File: config.mk
export PLATFORM = sky130hd
export DESIGN_NAME = bounded_deque_window
export DESIGN_NICKNAME = d
export VERILOG_FILES = /design/src/hdl/bdw_pkg.sv /design/src/hdl/bounded_deque_window.sv
export SDC_FILE = /design/constraint.sdc
export NUM_CORES = 2
export LEC_CHECK = 0
export ABC_CLOCK_PERIOD_IN_PS = 8800
export BUFFER_PORTS_ARGS = -buffer_cell sky130_fd_sc_hd__buf_2
export CAP_MARGIN = 20
export CORE_ASPECT_RATIO = 1.75
export CORE_MARGIN = 5
export CORE_UTILIZATION = 35
export CTS_CLUSTER_DIAMETER = 100
export DETAILED_ROUTE_END_ITERATION = 12
export GPL_ROUTABILITY_DRIVEN = 0
export GPL_TIMING_DRIVEN = 0
export PLACE_DENSITY_LB_ADDON = 0.05
export SLEW_MARGIN = 20
export SYNTH_ARGS = -nofsm -noshare
export SYNTH_HDL_FRONTEND = slang
export SYNTH_SLANG_ARGS = --single-unit
File: constraint.sdc
create_clock -name clk_i -period 8.8 [get_ports clk_i]
set_clock_uncertainty 0.1 [all_clocks]
set_input_delay 0.44 -clock clk_i [delete_from_list [all_inputs] [get_ports clk_i]]
set_output_delay 0.44 -clock clk_i [all_outputs]
set_load 0.05 [all_outputs]
File: src/hdl/bdw_pkg.sv
// Shared types and constants for the bounded deque window block.
// Holds the command codes and the input and result item structs.
// Depends on nothing; every module of the block imports it.
`timescale 1ns / 1ps

package bdw_pkg;

  localparam int Depth    = 32;
  localparam int AddrW    = $clog2(Depth);
  localparam int CntW     = $clog2(Depth + 1);
  localparam int WordBits = 64;
  localparam int CmdW     = 4;

  localparam logic [CmdW-1:0] CmdPushBack  = 4'd0;
  localparam logic [CmdW-1:0] CmdPushFront = 4'd1;
  localparam logic [CmdW-1:0] CmdPopBack   = 4'd2;
  localparam logic [CmdW-1:0] CmdPopFront  = 4'd3;
  localparam logic [CmdW-1:0] CmdRead      = 4'd4;
  localparam logic [CmdW-1:0] CmdWrite     = 4'd5;
  localparam logic [CmdW-1:0] CmdClear     = 4'd6;
  localparam logic [CmdW-1:0] CmdFirst     = 4'd7;
  localparam logic [CmdW-1:0] CmdLast      = 4'd8;

  localparam logic [CntW-1:0] CapReset = CntW'(Depth);

  typedef struct packed {
    logic [CmdW-1:0]     command;
    logic [WordBits-1:0] value;
    logic [AddrW-1:0]    position;
  } in_item_t;

  typedef struct packed {
    logic [WordBits-1:0] data;
    logic                data_valid;
    logic [CntW-1:0]     fill;
  } out_item_t;

endpackage

File: src/hdl/bounded_deque_window.sv
// Bounded deque of 64-bit words held in a ring memory with head and fill count.
// Top level of the block; uses the types and command codes of bdw_pkg.
// Assertions at the end can be left out by defining NO_ASSERTIONS.
`timescale 1ns / 1ps

// The block takes one command item per cycle as long as the result side does not
// stall, and returns exactly one registered result item for each accepted command.
// Each command uses the single port of the slot memory at most once, for a write
// or a registered read, and head and fill count are updated at acceptance, so a
// command sees every earlier one. While a result is held back by out_stall_i, no
// new item is taken. The capacity register is written through cfg_we_i and
// cfg_data_i; a write is ignored unless the queue is empty, zero acts as one, and
// values above 32 act as 32. Slots are not cleared at reset.
module bounded_deque_window (
  input  logic               clk_i,
  input  logic               rst_ni,
  input  logic               in_valid_i,
  output logic               in_stall_o,
  input  bdw_pkg::in_item_t  in_item_i,
  output logic               out_valid_o,
  input  logic               out_stall_i,
  output bdw_pkg::out_item_t out_item_o,
  input  logic               cfg_we_i,
  input  logic [bdw_pkg::CntW-1:0] cfg_data_i
);
  import bdw_pkg::*;

  logic [WordBits-1:0] mem [Depth];
  logic [WordBits-1:0] rd_q;

  logic [AddrW-1:0] head_q, head_d;
  logic [CntW-1:0]  count_q, count_d;
  logic [CntW-1:0]  capacity_q;
  logic [CntW-1:0]  cap;

  logic             out_valid_q;
  logic             ok_q, ok_d;
  logic             rdsel_q;
  logic [CntW-1:0]  fill_q;

  logic             acc;
  logic             mem_we, mem_re;
  logic [AddrW-1:0] mem_addr;
  logic [AddrW-1:0] last_addr;

  assign in_stall_o = out_valid_q & out_stall_i;
  assign acc        = in_valid_i & ~in_stall_o;

  always_comb begin
    if (capacity_q == '0) begin
      cap = CntW'(1);
    end else if (capacity_q > CntW'(Depth)) begin
      cap = CntW'(Depth);
    end else begin
      cap = capacity_q;
    end
  end

  assign last_addr = head_q + AddrW'(count_q - CntW'(1));

  always_comb begin
    head_d   = head_q;
    count_d  = count_q;
    mem_we   = 1'b0;
    mem_re   = 1'b0;
    mem_addr = head_q;
    ok_d     = 1'b0;
    case (in_item_i.command)
      CmdPushBack: begin
        if (count_q >= cap) begin
          head_d  = head_q + AddrW'(1);
          count_d = cap - CntW'(1);
        end
        mem_addr = head_d + count_d[AddrW-1:0];
        mem_we   = 1'b1;
        count_d  = count_d + CntW'(1);
        ok_d     = 1'b1;
      end
      CmdPushFront: begin
        head_d   = head_q - AddrW'(1);
        mem_addr = head_d;
        mem_we   = 1'b1;
        count_d  = (count_q < cap) ? count_q + CntW'(1) : cap;
        ok_d     = 1'b1;
      end
      CmdPopBack: begin
        if (count_q != '0) begin
          mem_addr = last_addr;
          mem_re   = 1'b1;
          count_d  = count_q - CntW'(1);
          ok_d     = 1'b1;
        end
      end
      CmdPopFront: begin
        if (count_q != '0) begin
          mem_re  = 1'b1;
          head_d  = head_q + AddrW'(1);
          count_d = count_q - CntW'(1);
          ok_d    = 1'b1;
        end
      end
      CmdRead: begin
        if ({1'b0, in_item_i.position} < count_q) begin
          mem_addr = head_q + in_item_i.position;
          mem_re   = 1'b1;
          ok_d     = 1'b1;
        end
      end
      CmdWrite: begin
        if (({1'b0, in_item_i.position} <= count_q) &&
            ({1'b0, in_item_i.position} < cap)) begin
          mem_addr = head_q + in_item_i.position;
          mem_we   = 1'b1;
          count_d  = {1'b0, in_item_i.position} + CntW'(1);
          ok_d     = 1'b1;
        end
      end
      CmdClear: begin
        head_d  = '0;
        count_d = '0;
        ok_d    = 1'b1;
      end
      CmdFirst: begin
        if (count_q != '0) begin
          mem_re = 1'b1;
          ok_d   = 1'b1;
        end
      end
      CmdLast: begin
        if (count_q != '0) begin
          mem_addr = last_addr;
          mem_re   = 1'b1;
          ok_d     = 1'b1;
        end
      end
      default: begin
        ok_d = 1'b0;
      end
    endcase
  end

  always_ff @(posedge clk_i) begin
    if (acc) begin
      if (mem_we) begin
        mem[mem_addr] <= in_item_i.value;
      end else if (mem_re) begin
        rd_q <= mem[mem_addr];
      end
    end
  end

  always_ff @(posedge clk_i or negedge rst_ni) begin
    if (!rst_ni) begin
      head_q      <= '0;
      count_q     <= '0;
      capacity_q  <= CapReset;
      out_valid_q <= 1'b0;
    end else begin
      if (acc) begin
        head_q  <= head_d;
        count_q <= count_d;
      end
      if (cfg_we_i && count_q == '0) begin
        capacity_q <= cfg_data_i;
      end
      if (acc) begin
        out_valid_q <= 1'b1;
      end else if (!out_stall_i) begin
        out_valid_q <= 1'b0;
      end
    end
  end

  always_ff @(posedge clk_i) begin
    if (acc) begin
      ok_q    <= ok_d;
      rdsel_q <= ok_d & mem_re;
      fill_q  <= count_d;
    end
  end

  assign out_valid_o           = out_valid_q;
  assign out_item_o.data       = rdsel_q ? rd_q : '0;
  assign out_item_o.data_valid = ok_q;
  assign out_item_o.fill       = fill_q;

`ifndef NO_ASSERTIONS
  a_count_bound: assert property (@(posedge clk_i) disable iff (!rst_ni)
    count_q <= CntW'(Depth))
    else $error("fill count exceeds the ring depth");

  a_clear_resets: assert property (@(posedge clk_i) disable iff (!rst_ni)
    acc && in_item_i.command == CmdClear |=> count_q == '0 && head_q == '0)
    else $error("clear did not empty the queue");

  a_invalid_zero: assert property (@(posedge clk_i) disable iff (!rst_ni)
    out_valid_o && !out_item_o.data_valid |-> out_item_o.data == '0)
    else $error("failed command returned nonzero data");

  a_fill_matches: assert property (@(posedge clk_i) disable iff (!rst_ni)
    acc |=> out_item_o.fill == count_q)
    else $error("reported fill differs from the stored count");
`endif

endmodule

==> results.sh <==
export IMPL_grt_max_degree=36
export IMPL_cts_max_level=4
export IMPL_postPlaceCellArea_um2=92870
export IMPL_synth_area_leader_cell="sky130_fd_sc_hd__edfxtp_1"
export IMPL_area_delta_synth_final_pct=17.41
export IMPL_worst_slew_margin_rel=0.2783
export IMPL_achievable_frequency_mhz=118.7
export IMPL_floorplan_initialDensity=0.3520
export IMPL_grt_pass1_vias=51720
export IMPL_layout_setup_ws_ns=0.3784
export IMPL_clock_insertion_delay_worst_skew_ns=0.86
export IMPL_cp_max_fo=24
export IMPL_pre_cts_ws_ns=0.06565
export IMPL_crit_type="reg2reg"
export IMPL_critical_path_endpoint_type="flop"
export IMPL_clock_input_transition_at_the_sequential_cells_of_the_worst_setup_and_hold_paths_ns=0.06
export IMPL_die_area_um2=254000
export IMPL_fp_dieW_um=383.1
export IMPL_power_density_cell_area_nw_per_um2=347.0
export IMPL_tritoncts="built"
export IMPL_route_antenna_remaining_nets=0
export IMPL_max_cap_violations=0
export IMPL_period_share=0.9570
export IMPL_synth_top_cell_area_share=0.7466
export IMPL_finish_cell_count_without_fillers=9334
export IMPL_die_height_um=662.9
export IMPL_unrepaired_setup_endpoints_after_global_routing="no"
export IMPL_ys_async_sr_fraction=0.008419
export IMPL_antenna_found_initial=25
export IMPL_final_core_utilization=0.4133
export IMPL_top_post_synthesis_cells_by_area="sky130_fd_sc_hd__edfxtp_1 75%, sky130_fd_sc_hd__mux4_2 5.0%, sky130_fd_sc_hd__nand2_1 4.2%, sky130_fd_sc_hd__nand3_1 2.7%, sky130_fd_sc_hd__o22ai_1 1.4%"
export IMPL_timing_final_crit_period_ns=8.422
export IMPL_postSynthCellCount=5467
export IMPL_finalSetupViolCount=0
export IMPL_number_of_enable_flip_flop_cells_after_synthesis=2120
export IMPL_floorplan_rows=239
export IMPL_buffer_ports_inserted=155
export IMPL_dp_final_hpwl_mm=201.8
export IMPL_post_synth_num_cell_types=82
export IMPL_power_ir_vdd_worst_uv=158.4
export IMPL_yosys_most_used_dff="sky130_fd_sc_hd__edfxtp_1"
export IMPL_clockRootBuffer="sky130_fd_sc_hd__clkbuf_16"
export IMPL_grt_first_pass_wirelength_mm=394.8
export IMPL_first_pass_iters=5
export IMPL_timing_final_max_slew_violations=0
export IMPL_status="complete, no violations"
export IMPL_drive_gt1_frac=0.1658
export IMPL_global_route_overflow_total=0
export IMPL_ys_seq_area_frac=0.7519
export IMPL_drtIter0Drc=3991
export IMPL_holdCritPathClass="in2reg"
export IMPL_r2r_setup_slack_ns=0.38
export IMPL_gr_usage_all_layers=0.2170
export IMPL_leakage_nw=32.89
export IMPL_ys_ff_latch=2138
export IMPL_cts_buffers=211
export IMPL_nNetsFinal=6149
export IMPL_yosys_warnings=0
export IMPL_totalWireLength_mm=281.9
export IMPL_holdWs_ns=0.06037
export IMPL_cts_buffer_depth=4
export IMPL_synthesis_area_um2=85270
export IMPL_post_route_cell_area_um2=100100
export IMPL_worstMarginPinSlew_ns=1.083
export IMPL_core_area_um2=242200
export IMPL_nFillCells=22170
export IMPL_routed_via_density=5.409
export IMPL_placedCellCount=8878
export IMPL_post_cts_setup_buffers=0
export IMPL_crit_path_start_kind="flop"
export IMPL_number_of_vias_in_the_routed_layout=50490
export IMPL_routedWlPerCell_um=30.20
export IMPL_cp_required_ns=9.24
export IMPL_postSynthAreaPerCell_um2=15.60
export IMPL_critical_path_arrival_ns=8.86
export IMPL_detail_route_drc_violations=0
export IMPL_clock_sinks=2138
export IMPL_ioPinCount=157
export IMPL_syn_num_nets=5586
export IMPL_final_hold_viol_count=0
==> report_power, final <==
part	switching [mW]	internal, mW	total (mW)
Clock	3.95	4.92	8.87
Sequential	0.0858	11.6	11.7
Combinational	9.85	4.35	14.2
==> cell usage after synthesis (4+ instances only) <==
| cell | instances |
|---|---|
| sky130_fd_sc_hd__a211oi_1 | 130 |
| sky130_fd_sc_hd__a21o_1 | 10 |
| sky130_fd_sc_hd__a21oi_1 | 228 |
| sky130_fd_sc_hd__a22o_1 | 62 |
| sky130_fd_sc_hd__a31oi_1 | 131 |
| sky130_fd_sc_hd__and2_1 | 70 |
| sky130_fd_sc_hd__and3_1 | 130 |
| sky130_fd_sc_hd__buf_1 | 33 |
| sky130_fd_sc_hd__buf_2 | 94 |
| sky130_fd_sc_hd__buf_4 | 19 |
| sky130_fd_sc_hd__buf_6 | 12 |
| sky130_fd_sc_hd__buf_8 | 4 |
| sky130_fd_sc_hd__clkbuf_1 | 211 |
| sky130_fd_sc_hd__dfrtp_1 | 17 |
| sky130_fd_sc_hd__edfxtp_1 | 2120 |
| sky130_fd_sc_hd__ha_1 | 33 |
| sky130_fd_sc_hd__inv_1 | 20 |
| sky130_fd_sc_hd__mux2_2 | 12 |
| sky130_fd_sc_hd__mux2i_1 | 12 |
| sky130_fd_sc_hd__mux4_2 | 188 |
| sky130_fd_sc_hd__nand2_1 | 950 |
| sky130_fd_sc_hd__nand2b_1 | 12 |
| sky130_fd_sc_hd__nand3_1 | 462 |
| sky130_fd_sc_hd__nand4_1 | 6 |
| sky130_fd_sc_hd__nor2_1 | 66 |
| sky130_fd_sc_hd__nor2b_1 | 7 |
| sky130_fd_sc_hd__nor3_1 | 15 |
| sky130_fd_sc_hd__nor4_2 | 63 |
| sky130_fd_sc_hd__o211ai_1 | 5 |
| sky130_fd_sc_hd__o21a_1 | 4 |
| sky130_fd_sc_hd__o21ai_0 | 31 |
| sky130_fd_sc_hd__o22ai_1 | 197 |
| sky130_fd_sc_hd__or3_1 | 8 |
| sky130_fd_sc_hd__xnor2_1 | 16 |
| sky130_fd_sc_hd__xor2_1 | 12 |
==> metal layers <==
layer	wire, um	GRT usage
met4	10870	0.07707
met5	0	0
met2	153400	0.4078
met1	105500	0.2534
met3	12120	0.02509
==> worst paths after layout <==
check | startpoint | to | cells after the start
min in group asynchronous | rst_ni | capacity_q[5]$_DFFE_PN1P_ | 3
hold reg to reg | capacity_q[0]$_DFFE_PN0P_ | capacity_q[0]$_DFFE_PN0P_ | 1
setup / recovery | capacity_q[3]$_DFFE_PN0P_ | mem[7][28]$_DFFE_PP_ | 25
max in group asynchronous | rst_ni | count_q[2]$_DFFE_PN0P_ | 4
hold / removal | in_item_i[51] | mem[13][46]$_DFFE_PP_ | 1
setup reg to reg | capacity_q[3]$_DFFE_PN0P_ | mem[7][28]$_DFFE_PP_ | 25
==> cells in the final DEF, fill, tap and decap left out, types with 40 or more instances in the layout <==
cell                            instances
sky130_fd_sc_hd__o22ai_1              197
sky130_fd_sc_hd__edfxtp_1            2120
sky130_fd_sc_hd__dlygate4sd3_1         71
sky130_fd_sc_hd__a22o_1                62
sky130_fd_sc_hd__a31oi_1              131
sky130_fd_sc_hd__buf_12                99
sky130_fd_sc_hd__and2_1                69
sky130_fd_sc_hd__buf_2                250
sky130_fd_sc_hd__mux4_2               188
sky130_fd_sc_hd__nand2_1              948
sky130_fd_sc_hd__clkbuf_1             254
sky130_fd_sc_hd__and3_1               130
sky130_fd_sc_hd__clkinv_1              44
sky130_fd_sc_hd__nor4_2                64
sky130_fd_sc_hd__clkbuf_16            214
sky130_fd_sc_hd__clkinv_2              40
sky130_fd_sc_hd__a211oi_1             130
sky130_fd_sc_hd__a21oi_1              228
sky130_fd_sc_hd__nand3_1              462
==> metrics by stage <==
| stage | power, mW | setup TNS (ns) |
|---|---|---|
| after CTS | 35.35 | 0 |
| final | 34.73 | 0 |
| after floorplan | 20.00 | 0 |
| after global routing | 36.34 | 0 |
| after global placement | 26.09 | -9322.59 |
| after detailed placement | 26.36 | 0 |
==> kinds of logic after synthesis <==
kind of cell,count (synthesis),share of synthesized area
AOI/OAI and AO/OA,842,0.06355
muxes,213,0.05281
and+or+nand+nor,1807,0.1008
buffers and inverters,398,0.02183
xor gates and xnor gates,29,0.003140
adders and majority gates,40,0.005928
DFF,2138,0.7519
==> area by class of cell <==
| class | instances | area, um^2 | area share |
|---|---|---|---|
| clock buffers | 267 | 5554 | 0.05548 |
| well taps | 3133 | 3920 | 0.03916 |
| flip-flops and latches | 2138 | 64110 | 0.6404 |
| plain buffers | 378 | 1802 | 0.01800 |
| clock inverters | 112 | 950.9 | 0.009499 |
| diodes | 5 | 12.51 | 0.0001250 |
| repair buffers | 350 | 4126 | 0.04122 |
| multi-input cells | 2931 | 19560 | 0.1953 |
| inverters | 20 | 75.07 | 0.0007499 |
==> sequential cells by signal, summed over array words and instances (netlist names) <==
register and cells:
count_q 6, rdsel_q 1, rd_q 64, ok_q 1
capacity_q 6, fill_q 6, head_q 5, out_valid_o 1
mem 2048
==> critical path, cell delays in order (launching register included) <==
cell and delay (ns):
sky130_fd_sc_hd__dfrtp_1 0.46, sky130_fd_sc_hd__nor4_2 0.35, sky130_fd_sc_hd__nor2_1 0.07, sky130_fd_sc_hd__nor2_1 0.28
sky130_fd_sc_hd__ha_1 0.17, sky130_fd_sc_hd__nand2b_1 0.09, sky130_fd_sc_hd__a21o_1 0.25, sky130_fd_sc_hd__a21o_1 0.26
sky130_fd_sc_hd__buf_1 0.46, sky130_fd_sc_hd__mux2i_1 0.51, sky130_fd_sc_hd__ha_1 0.31, sky130_fd_sc_hd__ha_1 0.15
sky130_fd_sc_hd__inv_1 0.05, sky130_fd_sc_hd__mux2i_1 0.20, sky130_fd_sc_hd__a22oi_1 0.10, sky130_fd_sc_hd__o21ai_0 0.10
sky130_fd_sc_hd__a21o_1 0.15, sky130_fd_sc_hd__a21o_1 0.31, sky130_fd_sc_hd__buf_2 0.79, sky130_fd_sc_hd__clkbuf_4 0.71
sky130_fd_sc_hd__buf_2 0.43, sky130_fd_sc_hd__and2_1 0.23, sky130_fd_sc_hd__nand3_1 0.34, sky130_fd_sc_hd__nor2_4 0.71
sky130_fd_sc_hd__buf_16 0.24, sky130_fd_sc_hd__buf_12 0.21
==> timing repair <==
| action | 4_1_cts | 5_1_grt |
|---|---|---|
| hold buffers | 72 | 0 |
| endpoints found under the hold margin | 1756 | 0 |
| endpoints found under the setup margin | 0 | 230 |
| resized for setup | 0 | 1 |
(Power assumes the default switching activity.)
